==> config.mk <==
export PLATFORM = sky130hd
export DESIGN_NAME = sha256_block_hash_unit_flat
export DESIGN_NICKNAME = d
export VERILOG_FILES = /design/src/hw/rtl/sha256_bh_pkg.sv /design/src/hw/rtl/sha256_bh_if.sv /design/src/hw/rtl/sha256_bh_front.sv /design/src/hw/rtl/sha256_bh_queue.sv /design/src/hw/rtl/sha256_bh_core.sv /design/src/hw/rtl/sha256_bh_out.sv /design/src/hw/rtl/sha256_block_hash_unit.sv /design/src/flat_wrapper.sv
export SDC_FILE = /design/constraint.sdc
export NUM_CORES = 2
export LEC_CHECK = 0
export BUFFER_PORTS_ARGS = -buffer_cell sky130_fd_sc_hd__clkbuf_2
export CORE_AREA = 2 2 541 543
export DETAILED_ROUTE_END_ITERATION = 7
export DIE_AREA = 0 0 543 545
export SKIP_CTS_REPAIR_TIMING = 1
export SLEW_MARGIN = 20
export SYNTH_ARGS = -nofsm -noshare
export SYNTH_HDL_FRONTEND = slang
export SYNTH_SLANG_ARGS = --single-unit
export TNS_END_PERCENT = 10
==> constraint.sdc <==
create_clock -name clk_i -period 52.8 [get_ports clk_i]
set_input_delay 10.56 -clock clk_i [delete_from_list [all_inputs] [get_ports clk_i]]
set_output_delay 10.56 -clock clk_i [all_outputs]
set_load 0.02 [all_outputs]
==> src/hw/rtl/sha256_bh_pkg.sv <==
// ----------------------------------------------------------------------------
// SHA-256 block hash package
// Shared widths, the initial hash value, the round constant table, the
// round and schedule functions, and the types that pass between the units.
// ----------------------------------------------------------------------------
package sha256_bh_pkg;

  localparam int unsigned WordW         = 32;
  localparam int unsigned BlockWords    = 16;
  localparam int unsigned DigestWords   = 8;
  localparam int unsigned Rounds        = 64;
  localparam int unsigned WidxW         = $clog2(BlockWords);
  localparam int unsigned RoundW        = $clog2(Rounds);
  localparam int unsigned BlkQueueDepth = 2;

  typedef logic [WordW-1:0]  word_t;
  typedef logic [WidxW-1:0]  widx_t;
  typedef logic [RoundW-1:0] round_t;
  typedef logic [DigestWords-1:0][WordW-1:0] digest_t;

  localparam word_t InitValue [DigestWords] = '{
    32'h6a09e667, 32'hbb67ae85, 32'h3c6ef372, 32'ha54ff53a,
    32'h510e527f, 32'h9b05688c, 32'h1f83d9ab, 32'h5be0cd19
  };

  localparam word_t RoundK [Rounds] = '{
    32'h428a2f98, 32'h71374491, 32'hb5c0fbcf, 32'he9b5dba5,
    32'h3956c25b, 32'h59f111f1, 32'h923f82a4, 32'hab1c5ed5,
    32'hd807aa98, 32'h12835b01, 32'h243185be, 32'h550c7dc3,
    32'h72be5d74, 32'h80deb1fe, 32'h9bdc06a7, 32'hc19bf174,
    32'he49b69c1, 32'hefbe4786, 32'h0fc19dc6, 32'h240ca1cc,
    32'h2de92c6f, 32'h4a7484aa, 32'h5cb0a9dc, 32'h76f988da,
    32'h983e5152, 32'ha831c66d, 32'hb00327c8, 32'hbf597fc7,
    32'hc6e00bf3, 32'hd5a79147, 32'h06ca6351, 32'h14292967,
    32'h27b70a85, 32'h2e1b2138, 32'h4d2c6dfc, 32'h53380d13,
    32'h650a7354, 32'h766a0abb, 32'h81c2c92e, 32'h92722c85,
    32'ha2bfe8a1, 32'ha81a664b, 32'hc24b8b70, 32'hc76c51a3,
    32'hd192e819, 32'hd6990624, 32'hf40e3585, 32'h106aa070,
    32'h19a4c116, 32'h1e376c08, 32'h2748774c, 32'h34b0bcb5,
    32'h391c0cb3, 32'h4ed8aa4a, 32'h5b9cca4f, 32'h682e6ff3,
    32'h748f82ee, 32'h78a5636f, 32'h84c87814, 32'h8cc70208,
    32'h90befffa, 32'ha4506ceb, 32'hbef9a3f7, 32'hc67178f2
  };

  function automatic word_t rotr(word_t x, int unsigned n);
    return (x >> n) | (x << (WordW - n));
  endfunction

  function automatic word_t big_s0(word_t x);
    return rotr(x, 2) ^ rotr(x, 13) ^ rotr(x, 22);
  endfunction

  function automatic word_t big_s1(word_t x);
    return rotr(x, 6) ^ rotr(x, 11) ^ rotr(x, 25);
  endfunction

  function automatic word_t small_s0(word_t x);
    return rotr(x, 7) ^ rotr(x, 18) ^ (x >> 3);
  endfunction

  function automatic word_t small_s1(word_t x);
    return rotr(x, 17) ^ rotr(x, 19) ^ (x >> 10);
  endfunction

  function automatic word_t ch_fn(word_t e, word_t f, word_t g);
    return (e & f) ^ (~e & g);
  endfunction

  function automatic word_t maj_fn(word_t a, word_t b, word_t c);
    return (a & b) ^ (a & c) ^ (b & c);
  endfunction

  typedef enum logic [1:0] {
    CoreIdle,
    CoreRun,
    CoreAdd
  } core_state_e;

  // Front to queue: word writes and block push.
  typedef struct packed {
    logic  wr_en;
    widx_t wr_widx;
    word_t wr_data;
    logic  push;
    logic  push_final;
  } q_wr_t;

  // Core to queue: word reads and block pop.
  typedef struct packed {
    logic  rd_en;
    widx_t rd_widx;
    logic  pop;
  } q_rd_t;

  typedef struct packed {
    logic full;
    logic not_empty;
    logic head_final;
  } q_stat_t;

endpackage

==> src/hw/rtl/sha256_bh_if.sv <==
// ----------------------------------------------------------------------------
// SHA-256 block hash channels
// Valid/ready channels for message words in and digest words out.
// ----------------------------------------------------------------------------
interface sha256_bh_in_if;
  logic                       valid;
  logic                       ready;
  logic [31:0]                message_word;
  logic                       final_block;

  modport source (output valid, output message_word, output final_block, input ready);
  modport sink   (input valid, input message_word, input final_block, output ready);
endinterface

interface sha256_bh_out_if;
  logic                       valid;
  logic                       ready;
  logic [31:0]                digest_word;
  logic                       last_word;

  modport source (output valid, output digest_word, output last_word, input ready);
  modport sink   (input valid, input digest_word, input last_word, output ready);
endinterface

==> src/hw/rtl/sha256_bh_front.sv <==
// ----------------------------------------------------------------------------
// SHA-256 block hash front end
// Accepts message words, places them in the free queue slot and pushes the
// slot with its final flag once the sixteenth word is in.
// ----------------------------------------------------------------------------
module sha256_bh_front (
  input  logic                   clk_i,
  input  logic                   rst_ni,
  sha256_bh_in_if.sink           msg_i,
  input  sha256_bh_pkg::q_stat_t q_stat_i,
  output sha256_bh_pkg::q_wr_t   q_wr_o
);
  import sha256_bh_pkg::*;

  widx_t widx_q, widx_d;
  logic  accept;

  assign msg_i.ready = ~q_stat_i.full;
  assign accept      = msg_i.valid & msg_i.ready;

  // Index wraps naturally at the block size.
  assign widx_d = accept ? widx_q + widx_t'(1) : widx_q;

  always_ff @(posedge clk_i or negedge rst_ni) begin
    if (!rst_ni) begin
      widx_q <= '0;
    end else begin
      widx_q <= widx_d;
    end
  end

  always_comb begin
    q_wr_o.wr_en      = accept;
    q_wr_o.wr_widx    = widx_q;
    q_wr_o.wr_data    = msg_i.message_word;
    // Only the flag on the last word of a block counts.
    q_wr_o.push       = accept && (widx_q == widx_t'(BlockWords - 1));
    q_wr_o.push_final = msg_i.final_block;
  end

endmodule

==> src/hw/rtl/sha256_bh_queue.sv <==
// ----------------------------------------------------------------------------
// SHA-256 block hash queue
// Block slots in one word-wide memory, filled by the front end word by word
// and read back one word per cycle by the compression core.
// ----------------------------------------------------------------------------
module sha256_bh_queue #(
  parameter int unsigned Depth = sha256_bh_pkg::BlkQueueDepth
) (
  input  logic                   clk_i,
  input  logic                   rst_ni,
  input  sha256_bh_pkg::q_wr_t   q_wr_i,
  input  sha256_bh_pkg::q_rd_t   q_rd_i,
  output sha256_bh_pkg::q_stat_t q_stat_o,
  output sha256_bh_pkg::word_t   rd_data_o
);
  import sha256_bh_pkg::*;

  localparam int unsigned SlotW = $clog2(Depth);
  localparam int unsigned CntW  = $clog2(Depth + 1);
  localparam int unsigned Words = Depth * BlockWords;

  typedef logic [SlotW-1:0] slot_t;

  word_t            mem_q [Words];
  word_t            rd_data_q;
  logic [Depth-1:0] final_q;
  slot_t            wr_ptr_q, wr_ptr_d;
  slot_t            rd_ptr_q, rd_ptr_d;
  logic [CntW-1:0]  cnt_q, cnt_d;

  function automatic slot_t next_slot(slot_t p);
    return (p == slot_t'(Depth - 1)) ? '0 : p + slot_t'(1);
  endfunction

  always_comb begin
    wr_ptr_d = q_wr_i.push ? next_slot(wr_ptr_q) : wr_ptr_q;
    rd_ptr_d = q_rd_i.pop ? next_slot(rd_ptr_q) : rd_ptr_q;
    cnt_d    = cnt_q;
    if (q_wr_i.push && !q_rd_i.pop) begin
      cnt_d = cnt_q + CntW'(1);
    end else if (q_rd_i.pop && !q_wr_i.push) begin
      cnt_d = cnt_q - CntW'(1);
    end
  end

  always_ff @(posedge clk_i or negedge rst_ni) begin
    if (!rst_ni) begin
      wr_ptr_q <= '0;
      rd_ptr_q <= '0;
      cnt_q    <= '0;
    end else begin
      wr_ptr_q <= wr_ptr_d;
      rd_ptr_q <= rd_ptr_d;
      cnt_q    <= cnt_d;
    end
  end

  always_ff @(posedge clk_i) begin
    if (q_wr_i.wr_en) begin
      mem_q[{wr_ptr_q, q_wr_i.wr_widx}] <= q_wr_i.wr_data;
    end
    if (q_rd_i.rd_en) begin
      rd_data_q <= mem_q[{rd_ptr_q, q_rd_i.rd_widx}];
    end
    if (q_wr_i.push) begin
      final_q[wr_ptr_q] <= q_wr_i.push_final;
    end
  end

  assign rd_data_o           = rd_data_q;
  assign q_stat_o.full       = (cnt_q == CntW'(Depth));
  assign q_stat_o.not_empty  = (cnt_q != '0);
  assign q_stat_o.head_final = final_q[rd_ptr_q];

endmodule

==> src/hw/rtl/sha256_bh_core.sv <==
// ----------------------------------------------------------------------------
// SHA-256 block hash compression core
// Runs one round per cycle, each schedule word made in the cycle before its
// round, then adds the working variables into the chaining value.
// ----------------------------------------------------------------------------
module sha256_bh_core (
  input  logic                   clk_i,
  input  logic                   rst_ni,
  input  sha256_bh_pkg::q_stat_t q_stat_i,
  input  sha256_bh_pkg::word_t   rd_data_i,
  output sha256_bh_pkg::q_rd_t   q_rd_o,
  input  logic                   out_free_i,
  output logic                   out_load_o,
  output sha256_bh_pkg::digest_t digest_o
);
  import sha256_bh_pkg::*;

  localparam int unsigned CntW = $clog2(Rounds + 1);

  core_state_e     state_q, state_d;
  logic [CntW-1:0] cnt_q, cnt_d;
  logic            final_q;
  word_t           chain_q [DigestWords];
  word_t           v_q [DigestWords];
  word_t           win_q [BlockWords];
  word_t           w_q;
  word_t           w_new;
  word_t           t1;
  word_t           t2;
  word_t           sum [DigestWords];
  logic [CntW-1:0] round_cnt;
  round_t          round_idx;
  logic            start;

  // Window holds w[t-16] at index 0 up to w[t-1] at the top.
  assign w_new = (cnt_q < CntW'(BlockWords)) ? rd_data_i
               : small_s1(win_q[BlockWords-2]) + win_q[BlockWords-7]
                 + small_s0(win_q[1]) + win_q[0];

  // Round t runs in the cycle after its schedule word is made.
  assign round_cnt = cnt_q - CntW'(1);
  assign round_idx = round_cnt[RoundW-1:0];
  assign t1 = v_q[7] + big_s1(v_q[4]) + ch_fn(v_q[4], v_q[5], v_q[6])
            + RoundK[round_idx] + w_q;
  assign t2 = big_s0(v_q[0]) + maj_fn(v_q[0], v_q[1], v_q[2]);

  always_comb begin
    for (int i = 0; i < DigestWords; i++) begin
      sum[i]      = chain_q[i] + v_q[i];
      digest_o[i] = sum[i];
    end
  end

  assign start = (state_q == CoreIdle) && q_stat_i.not_empty;

  always_comb begin
    state_d = state_q;
    unique case (state_q)
      CoreIdle: begin
        if (q_stat_i.not_empty) state_d = CoreRun;
      end
      CoreRun: begin
        if (cnt_q == CntW'(Rounds)) state_d = CoreAdd;
      end
      CoreAdd: begin
        if (!final_q || out_free_i) state_d = CoreIdle;
      end
      default: state_d = CoreIdle;
    endcase
  end

  always_comb begin
    q_rd_o.rd_en   = 1'b0;
    q_rd_o.rd_widx = '0;
    q_rd_o.pop     = 1'b0;
    out_load_o     = 1'b0;
    cnt_d          = cnt_q;
    unique case (state_q)
      CoreIdle: begin
        q_rd_o.rd_en = q_stat_i.not_empty;
        cnt_d        = '0;
      end
      CoreRun: begin
        // Fetch each word in the cycle before it is needed; release the slot after the last.
        q_rd_o.rd_en   = (cnt_q < CntW'(BlockWords - 1));
        q_rd_o.rd_widx = cnt_q[WidxW-1:0] + widx_t'(1);
        q_rd_o.pop     = (cnt_q == CntW'(BlockWords - 1));
        cnt_d          = cnt_q + CntW'(1);
      end
      CoreAdd: begin
        out_load_o = final_q && out_free_i;
      end
      default: begin
        cnt_d = '0;
      end
    endcase
  end

  always_ff @(posedge clk_i or negedge rst_ni) begin
    if (!rst_ni) begin
      state_q <= CoreIdle;
      cnt_q   <= '0;
      final_q <= 1'b0;
      chain_q <= InitValue;
    end else begin
      state_q <= state_d;
      cnt_q   <= cnt_d;
      if (start) begin
        final_q <= q_stat_i.head_final;
      end
      if (state_q == CoreAdd && state_d == CoreIdle) begin
        if (final_q) begin
          chain_q <= InitValue;
        end else begin
          chain_q <= sum;
        end
      end
    end
  end

  always_ff @(posedge clk_i) begin
    if (start) begin
      v_q <= chain_q;
    end
    if (state_q == CoreRun) begin
      if (cnt_q < CntW'(Rounds)) begin
        w_q <= w_new;
        for (int i = 0; i < BlockWords - 1; i++) begin
          win_q[i] <= win_q[i+1];
        end
        win_q[BlockWords-1] <= w_new;
      end
      if (cnt_q != '0) begin
        v_q[7] <= v_q[6];
        v_q[6] <= v_q[5];
        v_q[5] <= v_q[4];
        v_q[4] <= v_q[3] + t1;
        v_q[3] <= v_q[2];
        v_q[2] <= v_q[1];
        v_q[1] <= v_q[0];
        v_q[0] <= t1 + t2;
      end
    end
  end

endmodule

==> src/hw/rtl/sha256_bh_out.sv <==
// ----------------------------------------------------------------------------
// SHA-256 block hash digest output
// Holds a finished digest and shifts it out one word per transfer.
// ----------------------------------------------------------------------------
module sha256_bh_out (
  input  logic                   clk_i,
  input  logic                   rst_ni,
  input  logic                   load_i,
  input  sha256_bh_pkg::digest_t digest_i,
  output logic                   free_o,
  sha256_bh_out_if.source        dig_o
);
  import sha256_bh_pkg::*;

  localparam int unsigned IdxW = $clog2(DigestWords);

  logic            busy_q, busy_d;
  logic [IdxW-1:0] idx_q, idx_d;
  digest_t         shift_q;
  logic            xfer;
  logic            last;

  assign xfer = dig_o.valid & dig_o.ready;
  assign last = (idx_q == IdxW'(DigestWords - 1));

  assign dig_o.valid       = busy_q;
  assign dig_o.digest_word = shift_q[0];
  assign dig_o.last_word   = last;
  assign free_o            = ~busy_q;

  always_comb begin
    busy_d = busy_q;
    idx_d  = idx_q;
    if (load_i) begin
      busy_d = 1'b1;
      idx_d  = '0;
    end else if (xfer) begin
      idx_d = idx_q + IdxW'(1);
      if (last) busy_d = 1'b0;
    end
  end

  always_ff @(posedge clk_i or negedge rst_ni) begin
    if (!rst_ni) begin
      busy_q <= 1'b0;
      idx_q  <= '0;
    end else begin
      busy_q <= busy_d;
      idx_q  <= idx_d;
    end
  end

  always_ff @(posedge clk_i) begin
    if (load_i) begin
      shift_q <= digest_i;
    end else if (xfer) begin
      // Advance to the next digest word.
      shift_q <= {word_t'(0), shift_q[DigestWords-1:1]};
    end
  end

endmodule

==> src/hw/rtl/sha256_block_hash_unit.sv <==
// Flow: a block's last word fills its queue slot; the idle core starts, fetches
//   and runs the rounds, adds, and for a final block loads the free output stage.
// Overlap: the front end fills the next queue slot while the single round unit
//   compresses a block; input stalls once all QueueDepth block slots are taken.
// Reset: chaining value returns to the SHA-256 initial value, queue and output empty.
// ----------------------------------------------------------------------------
// SHA-256 block hash unit
// Front end collects padded message words into queued block slots, the core
// compresses each block, and the output stage streams the eight digest words.
// ----------------------------------------------------------------------------
module sha256_block_hash_unit #(
  parameter int unsigned QueueDepth = sha256_bh_pkg::BlkQueueDepth
) (
  input  logic              clk_i,
  input  logic              rst_ni,
  sha256_bh_in_if.sink      msg_i,
  sha256_bh_out_if.source   dig_o
);
  import sha256_bh_pkg::*;

  q_wr_t   q_wr;
  q_rd_t   q_rd;
  q_stat_t q_stat;
  word_t   rd_data;
  logic    out_free;
  logic    out_load;
  digest_t digest;

  sha256_bh_front u_front (
    .clk_i    (clk_i),
    .rst_ni   (rst_ni),
    .msg_i    (msg_i),
    .q_stat_i (q_stat),
    .q_wr_o   (q_wr)
  );

  sha256_bh_queue #(
    .Depth (QueueDepth)
  ) u_queue (
    .clk_i     (clk_i),
    .rst_ni    (rst_ni),
    .q_wr_i    (q_wr),
    .q_rd_i    (q_rd),
    .q_stat_o  (q_stat),
    .rd_data_o (rd_data)
  );

  sha256_bh_core u_core (
    .clk_i      (clk_i),
    .rst_ni     (rst_ni),
    .q_stat_i   (q_stat),
    .rd_data_i  (rd_data),
    .q_rd_o     (q_rd),
    .out_free_i (out_free),
    .out_load_o (out_load),
    .digest_o   (digest)
  );

  sha256_bh_out u_out (
    .clk_i    (clk_i),
    .rst_ni   (rst_ni),
    .load_i   (out_load),
    .digest_i (digest),
    .free_o   (out_free),
    .dig_o    (dig_o)
  );

endmodule

==> src/flat_wrapper.sv <==
// flat-port wrapper written by rule: the top's interface ports become plain ports
module sha256_block_hash_unit_flat import sha256_bh_pkg::*;
#(
  parameter int unsigned QueueDepth = sha256_bh_pkg::BlkQueueDepth
)
  (clk_i, rst_ni, msg_i_valid, msg_i_message_word, msg_i_final_block, msg_i_ready, dig_o_valid, dig_o_digest_word, dig_o_last_word, dig_o_ready);
  sha256_bh_in_if msg_i_i ();
  sha256_bh_out_if dig_o_i ();
  input  logic clk_i;
  input  logic rst_ni;
  input wire logic [$bits(msg_i_i.valid)-1:0] msg_i_valid;
  input wire logic [$bits(msg_i_i.message_word)-1:0] msg_i_message_word;
  input wire logic [$bits(msg_i_i.final_block)-1:0] msg_i_final_block;
  output wire logic [$bits(msg_i_i.ready)-1:0] msg_i_ready;
  output wire logic [$bits(dig_o_i.valid)-1:0] dig_o_valid;
  output wire logic [$bits(dig_o_i.digest_word)-1:0] dig_o_digest_word;
  output wire logic [$bits(dig_o_i.last_word)-1:0] dig_o_last_word;
  input wire logic [$bits(dig_o_i.ready)-1:0] dig_o_ready;
  assign msg_i_i.valid = msg_i_valid;
  assign msg_i_i.message_word = msg_i_message_word;
  assign msg_i_i.final_block = msg_i_final_block;
  assign msg_i_ready = msg_i_i.ready;
  assign dig_o_valid = dig_o_i.valid;
  assign dig_o_digest_word = dig_o_i.digest_word;
  assign dig_o_last_word = dig_o_i.last_word;
  assign dig_o_i.ready = dig_o_ready;
  sha256_block_hash_unit #(.QueueDepth(QueueDepth)) u_core (.clk_i(clk_i), .rst_ni(rst_ni), .msg_i(msg_i_i), .dig_o(dig_o_i));
endmodule
==> run summary <==
number of global-route vias before repair: 76.9k
detailed-route DRC error count: 0
Setup crit end kind: flop
Die ar.: 296,000 sq um
register area share after synthesis: 58.1%
clock root cell: clkbuf_16
htree depth: 5
cell breakdown of the critical path: clkbuf_2 -> nand2_1 -> nand2_4 -> buf_12 -> buf_4
P&R area growth vs syn: 11.3%
crit-path max FO: 142
# nets final: 10.5k
Slowest-stage cell, CP: buf_4
CP startpoint kind: primary input
max-slew violation count: 0
Die W: 543 um
GR Util All Layers: 21.8%
Hold Path Class: reg -> reg
final worst slack: 39.79 ns
main flop type after synthesis: edfxtp_1
Die Y: 545 um
1st-pass router iterations: 6
Clk Latency, worst-skew pair: 0.90 ns
DP Wirelength: 215,000 um
Critical Setup Path Class: in -> reg
Detailed Route Iter0 Violations: 8,466
worst hold endpoint: u_core.u_core.win_q[0][82]
hold depth: 0
worst-case reg-to-reg path depth: 37
Final TNS setup: 0 ns
R2R Path Start: u_core.u_core.cnt_q[0]
GPL Wtd Cong: 0.930
top post-synthesis cells by count: edfxtp_1 (1,826), nand2_1 (1,419), o21ai_0 (739)
final setup fails: 0
Peak Freq: 76.9 MHz
Synth area leaders: edfxtp_1 (48%), nand2_1 (4.6%), dfxtp_1 (4.4%)
CP max stage delay: 0.97 ns
max layer used: met4
reg2reg setup slack: 42.04 ns
Tmin final: 13.01 ns
Synth Warn #: 0
crit path DAT: 13.47 ns
M1 WL: 141,000 um
Core Rows: 198
Data required, critical path: 53.25 ns
Buf+Inv Stages, Crit Path: 3
initial antenna violation count: 16
family with the most delay on the worst path: buffers and inverters
fraction of layout cells with a size suffix above 1: 9.44%
Final Hold Vio Count: 0
met3 WL: 21,100 um
vias per cell: 5.65
RSZ-0062 raised after global routing: no
Gate Count Post-Synth: 10.0k
worst r2r dst: u_core.u_core.v_q[253]
share of flip-flops with an asynchronous set or reset: 11.8%
CTS tree: done
Final period util: 24.6%
#FFs+latches synth: 2,360
Slew headroom: 17.0%
outcome: finished, final reports clean
PortBufs: 71
min-delay src: u_core.u_core.win_q[0][114]
largest net degree at the start of global routing: 183
Antenna Violating Nets Remaining: 0
global route overflow: 0
first-pass GRT wire length: 490,000 um
total of max-cap violations: 0
Worst Tran Pin Value: 1.23 ns
Post-synth EDFFs: 1,826
clock slew at reported path FFs: 0.06 ns
Detailed Route WL: 329,000 um
WL/cell: 23.6 um
most frequent cell after synthesis: edfxtp_1
clk sink count: 2,360
Distinct cells, synth: 95
skew final: 0.0874 ns
core area: 290,000 sq um
I/O pin cnt: 72
met2 wire len: 153,000 um
Syn Nets: 10.6k
Netlist Area Pre-Place: 115,000 sq um
Max Root-Sink Buffers: 4
DR vias: 78.9k
Synth top area share: 47.5%
starting density of the core: 39.8%
post-synth top area cell: edfxtp_1
Post-Syn Area per Cell: 11.5 sq um
DP Worst Slack: 38.93 ns
CTS Buf Count: 265
[worst max-delay path by stage]
| stage | startpoint | endpoint | slack (ns) | cells after the start |
|---|---|---|---|---|
| global route | dig_o_ready | u_core.u_out.shift_q[38] | 39.55 | 5 |
| finish | dig_o_ready | u_core.u_out.shift_q[38] | 39.79 | 5 |
| CTS | dig_o_ready | u_core.u_out.shift_q[38] | 39.84 | 5 |
| global placement | dig_o_ready | u_core.u_out.shift_q[59] | 39.00 | 5 |
| detailed placement | dig_o_ready | u_core.u_out.shift_q[36] | 38.93 | 5 |
| floorplan | u_core.u_core.state_q[1] | u_core.u_core.w_q[0] | 29.46 | 3 |
[per-stage QoR]
step | utilization, % | hold slack (ns) | std cells | area, sq um
after floorplan | - | 0.400 | 10000 | 115000
after global placement | 41.2 | 0.400 | 13500 | 120000
after detailed placement | 41.3 | 0.405 | 13500 | 120000
after CTS | 44.2 | 0.387 | 14000 | 128000
after global routing | 44.3 | 0.402 | 14000 | 128000
final | 44.3 | 0.388 | 14000 | 128000
[worst register-to-register path, delay by kind of cell (launching register included)]
kind	cells	cell delay, ns
buffers and inverters	6	1.30
AO/OA/AOI/OAI	14	3.30
AND/OR/NAND/NOR	8	1.45
flip-flops	1	0.82
adder cells (fa/ha/maj)	7	3.24
XOR/XNOR	2	0.53
[kinds of logic after synthesis]
logic type	Yosys count	synth area share (%)
flip-flops	2360	58.1
buffers and inverters	996	3.35
XOR/XNOR	615	4.68
AND/OR/NAND/NOR	2610	9.59
adder cells (fa/ha/maj)	593	7.70
AO/OA/AOI/OAI	2681	14.5
multiplexers	146	2.06
[flip-flops by register name, summed over array words and instances (netlist names), 3 cells and up]
register,cells
u_core.u_queue.rd_data_o,32
u_core.u_core.cnt_q,7
u_core.u_out.idx_q,3
u_core.u_core.v_q,256
u_core.u_out.dig_o.digest_word,32
u_core.u_core.w_q,31
u_core.u_out.shift_q,224
u_core.u_front.widx_q,4
u_core.u_queue.mem_q,1024
u_core.u_core.win_q,481
u_core.u_core.chain_q,256
[layer usage]
layer | vias up | GRT usage, %
met5 | - | 0
met2 | 3053 | 35.2
met1 | 39100 | 29.8
met3 | 611 | 2.46
li1 | 36200 | -
met4 | 0 | 8.94
[final cells by class]
class	instances	area, sq um
antenna	3	7.51
clock buffer	334	7040
clock inverter	147	1340
fill	26400	162000
inverter	384	1440
multi-input combinational	6645	44900
sequential	2360	67100
tap	3900	4880
timing repair buffer	203	1730
[cell usage in the layout (no fill, tap or decap), drive strengths merged, types with 42 or more instances in the layout]
cell type     n
a31oi       409
nand2      1419
xor2        228
inv         402
mux4         67
nand3        83
dfstp       136
clkinv      101
a21oi       519
nand2b       55
o21bai       48
o221ai      136
dfrtp       142
mux2         62
nor2        650
o22ai       144
a211oi      179
ha          395
fa          196
o21ai       745
clkbuf      404
nor3         58
o21a         57
edfxtp     1826
nor2b        42
xnor2       387
a21o        186
buf         133
dfxtp       256
and2        148
Power is not shown: default switching activity piles up to over one toggle a cycle in this logic, so the estimate is an artifact.
